--- src/design/bpfa_pkg.sv ---
// shared types, codes and helper functions for the page frame allocator
package bpfa_pkg;

	// word field types
	typedef logic [1:0]  opcode_t;
	typedef logic [14:0] page_t;
	typedef logic [1:0]  status_t;
	typedef logic [15:0] count_t;
	typedef logic [1:0]  cfg_idx_t;
	typedef logic [15:0] cfg_data_t;

	// opcodes
	localparam opcode_t OP_INIT  = 2'd0;
	localparam opcode_t OP_ALLOC = 2'd1;
	localparam opcode_t OP_FREE  = 2'd2;
	localparam opcode_t OP_NOP   = 2'd3;

	// result status codes
	localparam status_t ST_OK  = 2'd0;
	localparam status_t ST_OOM = 2'd1;
	localparam status_t ST_IGN = 2'd2;

	// register indexes
	localparam cfg_idx_t CFG_TOTAL    = 2'd0;
	localparam cfg_idx_t CFG_RESERVED = 2'd1;

	// register reset values
	localparam cfg_data_t TOTAL_RST    = 16'd32768;
	localparam cfg_data_t RESERVED_RST = 16'd256;

	// bits per bitmap word
	localparam int WORD_BITS = 32;

	// controller to datapath commands
	typedef struct packed {
		logic    addr_clr;
		logic    fill_ones;
		logic    fill_init;
		logic    init_cnt;
		logic    scan;
		logic    alloc_wr;
		logic    rd_page;
		logic    clr_page;
		logic    capture;
		logic    res_load;
		status_t res_status;
	} dp_cmd_t;

	// datapath to controller status
	typedef struct packed {
		logic last_word;
		logic found;
		logic scan_end;
		logic page_ok;
		logic bit_used;
	} dp_stat_t;

	// mask with the lowest n bits set, n up to 32
	function automatic logic [31:0] below_mask(input logic [5:0] n);
		logic [31:0] m;
		if (n[5]) begin
			m = '1;
		end else begin
			m = (32'd1 << n[4:0]) - 32'd1;
		end
		return m;
	endfunction

	// index of the lowest set bit
	function automatic logic [4:0] lowest_set(input logic [31:0] v);
		logic [4:0] idx;
		idx = '0;
		for (int i = 31; i >= 0; i--) begin
			if (v[i]) begin
				idx = 5'(i);
			end
		end
		return idx;
	endfunction

endpackage

--- src/design/bpfa_ctrl.sv ---
// controller: sequences clear, init, search and release over the datapath
module bpfa_ctrl (
	input  logic                clk,
	input  logic                arst_n,
	input  logic                in_valid,
	input  bpfa_pkg::opcode_t   opcode,
	output logic                in_ready,
	output logic                out_valid,
	input  logic                out_ready,
	output bpfa_pkg::dp_cmd_t   cmd,
	input  bpfa_pkg::dp_stat_t  stat
);
	import bpfa_pkg::*;

	localparam logic [2:0] S_CLEAR = 3'd0;
	localparam logic [2:0] S_IDLE  = 3'd1;
	localparam logic [2:0] S_INIT  = 3'd2;
	localparam logic [2:0] S_SCAN  = 3'd3;
	localparam logic [2:0] S_FCHK  = 3'd4;
	localparam logic [2:0] S_FWR   = 3'd5;
	localparam logic [2:0] S_DONE  = 3'd6;
	localparam logic [2:0] S_SPARE = 3'd7;

	logic [2:0] state_q;
	logic [2:0] state_d;
	status_t    st_q;
	status_t    st_d;
	logic       out_valid_q;
	logic       accept;

	assign in_ready  = state_q == S_IDLE;
	assign accept    = in_valid && in_ready;
	assign out_valid = out_valid_q;

	// next state and commands
	always_comb begin
		cmd     = '0;
		state_d = state_q;
		st_d    = st_q;
		unique case (state_q)
			S_CLEAR: begin
				cmd.fill_ones = 1'b1;
				if (stat.last_word) begin
					cmd.addr_clr = 1'b1;
					state_d      = S_IDLE;
				end
			end
			S_IDLE: begin
				if (accept) begin
					cmd.capture = 1'b1;
					unique case (opcode)
						OP_INIT: begin
							cmd.addr_clr = 1'b1;
							cmd.init_cnt = 1'b1;
							state_d      = S_INIT;
						end
						OP_ALLOC: begin
							cmd.addr_clr = 1'b1;
							state_d      = S_SCAN;
						end
						OP_FREE: begin
							state_d = S_FCHK;
						end
						OP_NOP: begin
							st_d    = ST_IGN;
							state_d = S_DONE;
						end
					endcase
				end
			end
			S_INIT: begin
				cmd.fill_init = 1'b1;
				if (stat.last_word) begin
					st_d    = ST_OK;
					state_d = S_DONE;
				end
			end
			S_SCAN: begin
				cmd.scan = 1'b1;
				priority if (stat.found) begin
					cmd.alloc_wr = 1'b1;
					st_d         = ST_OK;
					state_d      = S_DONE;
				end else if (stat.scan_end) begin
					st_d    = ST_OOM;
					state_d = S_DONE;
				end
			end
			S_FCHK: begin
				if (stat.page_ok) begin
					cmd.rd_page = 1'b1;
					state_d     = S_FWR;
				end else begin
					st_d    = ST_IGN;
					state_d = S_DONE;
				end
			end
			S_FWR: begin
				if (stat.bit_used) begin
					cmd.clr_page = 1'b1;
					st_d         = ST_OK;
				end else begin
					st_d = ST_IGN;
				end
				state_d = S_DONE;
			end
			S_DONE: begin
				cmd.res_status = st_q;
				if (!out_valid_q || out_ready) begin
					cmd.res_load = 1'b1;
					state_d      = S_IDLE;
				end
			end
			S_SPARE: begin
				state_d = S_IDLE;
			end
			default: begin
				state_d = S_IDLE;
			end
		endcase
	end

	// state, pending status and output valid
	always_ff @(posedge clk or negedge arst_n) begin
		if (!arst_n) begin
			state_q     <= S_CLEAR;
			st_q        <= ST_OK;
			out_valid_q <= 1'b0;
		end else begin
			state_q <= state_d;
			st_q    <= st_d;
			if (cmd.res_load) begin
				out_valid_q <= 1'b1;
			end else if (out_ready) begin
				out_valid_q <= 1'b0;
			end
		end
	end

	// an accepted word always leaves idle
	a_accept_busy: assert property (@(posedge clk) disable iff (!arst_n)
		accept |=> state_q != S_IDLE)
		else $error("accepted word left in idle");

	// a result appears only out of the done state
	a_valid_src: assert property (@(posedge clk) disable iff (!arst_n)
		$rose(out_valid_q) |-> $past(state_q) == S_DONE)
		else $error("result raised outside done");

	// a hit ends the search at once
	a_found_done: assert property (@(posedge clk) disable iff (!arst_n)
		(state_q == S_SCAN && stat.found) |=> state_q == S_DONE)
		else $error("search continued past a hit");

endmodule

--- config.mk ---
export PLATFORM = sky130hd
export DESIGN_NAME = bpfa_ctrl
export DESIGN_NICKNAME = d
export VERILOG_FILES = /design/src/design/bpfa_pkg.sv /design/src/design/bpfa_ctrl.sv
export SDC_FILE = /design/constraint.sdc
export NUM_CORES = 1
export LEC_CHECK = 0
export BUFFER_PORTS_ARGS = -buffer_cell sky130_fd_sc_hd__buf_2
export CAP_MARGIN = 20
export CORE_AREA = 4 4 41 43
export CTS_BUF_LIST = sky130_fd_sc_hd__clkbuf_4 sky130_fd_sc_hd__clkbuf_8 sky130_fd_sc_hd__clkbuf_16
export CTS_CLUSTER_SIZE = 10
export DETAILED_ROUTE_END_ITERATION = 10
export DIE_AREA = 0 0 45 47
export GPL_ROUTABILITY_DRIVEN = 0
export HOLD_SLACK_MARGIN = 0.08
export PLACE_DENSITY = 0.69
export SLEW_MARGIN = 10
export SYNTH_ARGS = -nofsm -noshare
export SYNTH_HDL_FRONTEND = slang
export SYNTH_SLANG_ARGS = --single-unit
export TNS_END_PERCENT = 10
--- constraint.sdc ---
create_clock -name clk -period 5.2 [get_ports clk]
set_clock_uncertainty 0.15 [all_clocks]
set_input_delay 0.26 -clock clk [delete_from_list [all_inputs] [get_ports clk]]
set_output_delay 0.26 -clock clk [all_outputs]
set_load 0.02 [all_outputs]
After elaboration in Yosys (flattened, before gate mapping) --
Cells that the tools add are included.
Cells by class: add/subtract/negate cells 0, $mul 0, div/mod/pow operators 0, magnitude comparators 0, equality and inequality tests 17, shift operators 0, muxes and demuxes 38, bitwise operators 0, reductions and logical operators 10
Operator list (count):
- $pmux 3 s8 | 1
- $mux 3 | 7
- $mux 1 | 18
- $mux 2 | 9
- $eq 3x3->1 const B | 4
- $pmux 3 s4 | 1
- $pmux 2 s5 | 1
- $ne 2x2->1 const B | 4
- $eq 3x2->1 const B | 2
- $reduce_and 6->1 | 1
- $reduce_and 5->1 | 1
- $reduce_bool 5->1 | 1
- $eq 2x2->1 const B | 2
- $ne 2x1->1 const B | 2
- $eq 3x1->1 const B | 1
- $logic_not 3->1 | 1
- $ne 3x3->1 const B | 1
- $eq 2x1->1 const B | 1
- $logic_not 2->1 | 1
- $pmux 1 s2 | 1
- $reduce_bool 2->1 | 1
- $reduce_or 2->1 | 1
- $logic_and 1x1->1 | 1
- $logic_not 1->1 | 1
- $logic_or 1x1->1 | 1
Storage, ports and cells: flip-flop bits (word level) 6, latch bits 0, bits in writable memories 0, bits in read-only memories 0, bits of input ports 11, logic and storage cells 68, memories 0

Depth between registers and ports, before layout --
word-level depth 5, mapped depth 5, mapped depth without buffers 4

Worst setup path before layout --
OpenSTA, ideal clock, no wires.
kind reg2out, from register state_q[1], to output cmd[8] (netlist bit), arrival time 1.909 ns, data required time 4.790 ns, slack 2.881 ns, stages on the path, launching flop included 6, buffers on the path 1, cells stage by stage dfrtp_1 buf_2 nand2b_1 nor2_1 and2_1 nor3b_1
RTL lines:
- start: declaration | RTL line bpfa_ctrl.sv:24 | logic [2:0] state_q;
- start signal: assignment | RTL line bpfa_ctrl.sv:130 | state_q <= state_d;
- end: declaration | RTL line bpfa_ctrl.sv:10 | output bpfa_pkg::dp_cmd_t cmd,

==> summary.md <==
| Metric | Value |
|---|---|
| R2R Path Start | `state_q[2]` |
| Number of global-route vias before repair | `452` |
| Share of cells above drive strength 1 | `0.437` |
| Largest family of logic cells by synthesized area | `simple AND/OR/NAND/NOR gates` |
| Placed Cells incl. Taps | `98` |
| Worst skew pair latency | `0.24 ns` |
| I/O Pins | `25` |
| Net Count, Synth | `73` |
| Wirelength per Cell | `between 10 and 15 um` |
| Largest net degree at the start of global routing | `17` |
| Clock Tree Root | `clkbuf_4` |
| Post-synthesis mux area share | `0.0762` |
| Post-Synth Simple-Gate Area | `0.351` |
| Die Ht | `47 um` |
| Area of the mapped netlist | `542 sq um` |
| Hold Fails Final Rpt | `0` |
| Minimum clock period | `2.04 ns` |
| Sw frac | `0.465` |
| Reg power frac | `0.282` |
| H-tree levels | `1` |
| Sw Pwr | `0.203 mW` |
| Area contributors post-synth | `dfrtp_1, a21oi_1, mux2_4, nor2_1, nand2b_1` |
| Yosys cell types | `33` |
| TritonCTS clock tree | `built` |
| Sequential fraction of the synthesis area | `0.277` |
| Run status | `completed` |
| Worst hold path type | `in2reg` |
| Top cell type's share of synthesized area | `0.277` |
| Sum Neg Setup Slack | `0 ns` |
| Worst r2r path cells | `4` |
| Crit path cell chain | `nand2b_1 -> nor2_1 -> and2_1 -> nor3b_1 -> buf_2` |
| Crit path buffers/inverters | `1` |
| Setup bufs post-CTS | `0` |
| Worst Hold Slack | `roughly 0.15 ns` |
| R2R setup slack | `between 3 and 4 ns` |
| # DRC | `0` |
| Complex-gate fraction of the synthesized area | `0.238` |
| Seq cells post-synth | `6` |
| Max_slew headroom | `0.692` |
| Fin crit share | `0.393` |
| Port Buf Inserts | `24` |
| Hold path endpoint | `st_q[0]` |
| Synth Area in XOR/XNOR | `0` |
| # resized after CTS | `0` |
| Crit-path leading delay family | `flip-flops` |
| 1st-iter DRT viols | `5` |
| Core box area | `1300 sq um` |
| N_diodes | `0` |
| VDD IR max | `0.354 mV` |
| Clock network fraction of total power | `0.096` |
| CP endpoint kind | `primary output` |
| Crit path required time | `~4.8 ns` |
| Routed WL | `1230 um` |
| DPL Wire Length | `961 um` |
| Cell accounting for the most synthesized area | `dfrtp_1` |
| Max Fclk | `489 MHz` |
| Router iterations before antenna repair | `4` |
| Slowest cell on crit path | `dfrtp_1` |
| Capture point of the worst reg-to-reg path | `state_q[0]` |
| Power Density | `626 nW/um^2` |
| Max Cap Viol | `0` |
| Row Count | `13` |
| Die area | `2120 sq um` |
| Crit path arrival time | `1.63 ns` |
| Final design area excluding fillers | `697 sq um` |
| Vias per cell | `about 5.3` |
| Overflow after GRT | `0` |
| Cts bufs inserted | `3` |
| Startpoint Class | `flip-flop` |
| Syn_area_per_cell | `8.74 sq um` |
| Vias post-DR | `540` |
| Crit Path Category | `reg2out` |
| Final-report max-slew violation count | `0` |
| Slowest stage delay, CP | `0.62 ns` |
| Final WS setup | `3.16 ns` |
| Layout Nets | `100` |
| Worst slack at placement | `3.34 ns` |
| Die X | `~45 um` |
| Maximum net fanout on the critical path | `15` |
| Hold_sp | `stat[2]` |
| First-pass GRT wire length | `1950 um` |
| Clock Sinks | `6` |
| Dpl cell area | `between 600 and 700 sq um` |
| WHS Path Cells | `3` |
| Post-Synth Adder-Cell Area | `0` |
| Starting Density | `0.416` |
| Area Growth Syn to Fin | `28.6%` |
| Yosys synthesis warning count | `0` |
| Post-synthesis cell count | `62` |
| Bufs on Longest Clock Path | `2` |
| ANT nets after route | `0` |
| Total GRT Usage | `0.123` |
| Comb power frac | `0.622` |
| Clk slew on worst S/H paths | `0.04 ns` |
| Final setup violating endpoints | `0` |
| Leak Pwr | `between 0.3 and 0.4 nW` |
| Finished Layout Cells | `about 100` |
| Slew of the pin with the lowest slew margin | `about 0.46 ns` |
| Internal power | `0.233 mW` |
| Initial antenna violation count | `0` |
| Unrepaired setup endpoints after global routing | `no` |
==> power by group through the flow <==
stage                     registers (mW)  clock network [mW]  logic, mW
after floorplan                   0.0943                   0      0.243
after global placement             0.120                   0      0.274
after detailed placement           0.122                   0      0.273
after CTS                          0.121              0.0428      0.275
after global routing               0.129              0.0465      0.296
final                              0.123              0.0419      0.271
==> worst reg2reg max path: stages, from the launching register on <==
cell and delay [ns]:
dfrtp_1 0.54, or2_4 0.32, o22a_1 0.21, o221a_4 0.26, mux2_4 0.29
==> logic make-up after synthesis <==
| family | count (synthesis) |
|---|---|
| compound gates | 16 |
| flops | 6 |
| buf+inv | 7 |
| simple gates | 30 |
| mux | 3 |
==> synthesized netlist by cell type (all sizes together) <==
library cell / instances
and2: 1
buf: 2
nand2b: 4
nor4b: 2
a21oi: 7
a31oi: 1
or2: 2
o221a: 1
or3b: 1
clkbuf: 1
nand3b: 2
nand2: 3
o22a: 1
o31a: 1
dfrtp: 6
o211ai: 2
o21a: 1
nor2b: 2
nor2: 7
and2b: 1
o31ai: 1
a2bb2o: 1
nor3b: 3
mux2: 3
inv: 4
and3: 2
==> placed cells by master (no fill, tap or decap) <==
cell type,instances
buf_2,24
nor2_1,7
a21oi_1,6
dfrtp_1,6
inv_1,4
nand2b_1,4
nor3b_1,3
clkbuf_4,3
nand3b_1,2
and3_1,2
nor2b_1,2
nand2_1,2
mux2_4,2
and2b_2,1
nand2_2,1
nor4b_1,1
or2_4,1
and2_1,1
or2_2,1
nor4b_2,1
a21oi_2,1
or3b_1,1
o211ai_2,1
o211ai_1,1
mux2_1,1
o31ai_1,1
o22a_1,1
o221a_4,1
a2bb2o_2,1
o21a_1,1
a31oi_1,1
o31a_1,1
dlygate4sd3_1,1
==> layout make-up <==
cell class	instances	area [sq um]
Multi-Input combinational cell	49	360
Inverter	4	15.0
Clock buffer	3	22.5
Timing Repair Buffer	25	130
Sequential cell	6	150
Tap cell	15	18.8
Fill cell	129	604
==> flip-flops by register name, indices dropped and copies added (netlist names) <==
signal     flops
st_q           2
out_valid      1
state_q        3
==> worst max-delay path by stage <==
| stage | start | to | slack (ns) | cells past startpoint |
|---|---|---|---|---|
| finish | state_q[0] | cmd[8] | 3.16 | 5 |
| global route | state_q[0] | cmd[8] | 2.96 | 5 |
| CTS | state_q[0] | cmd[8] | 3.13 | 5 |
| detailed placement | state_q[2] | state_q[0] | 3.34 | 4 |
| global placement | state_q[1] | state_q[0] | 3.37 | 4 |
| floorplan | state_q[1] | cmd[8] | 2.88 | 5 |
==> routing by layer <==
| metal | global-route usage | vias to the layer above | routed length, um |
|---|---|---|---|
| met5 | 0 | - | 0 |
| met4 | 0 | 0 | 0 |
| met3 | 0.0498 | 0 | 78 |
| met2 | 0.195 | 12 | 600 |
| met1 | 0.167 | 257 | 547 |
| li1 | - | 271 | - |
==> metrics by stage <==
step | power (mW) | util
3_5_place_dp | 0.394 | 0.511
2_1_floorplan | 0.337 | -
4_1_cts | 0.439 | 0.536
3_3_place_gp | 0.394 | 0.511
6_report | 0.436 | 0.536
5_1_grt | 0.471 | 0.536
==> timing repair <==
item	4_1_cts	5_1_grt
hold endpoints to repair	6	0
hold buffers	1	0
endpoints found under the setup margin	0	0
Power figures use the tool's default switching activity.
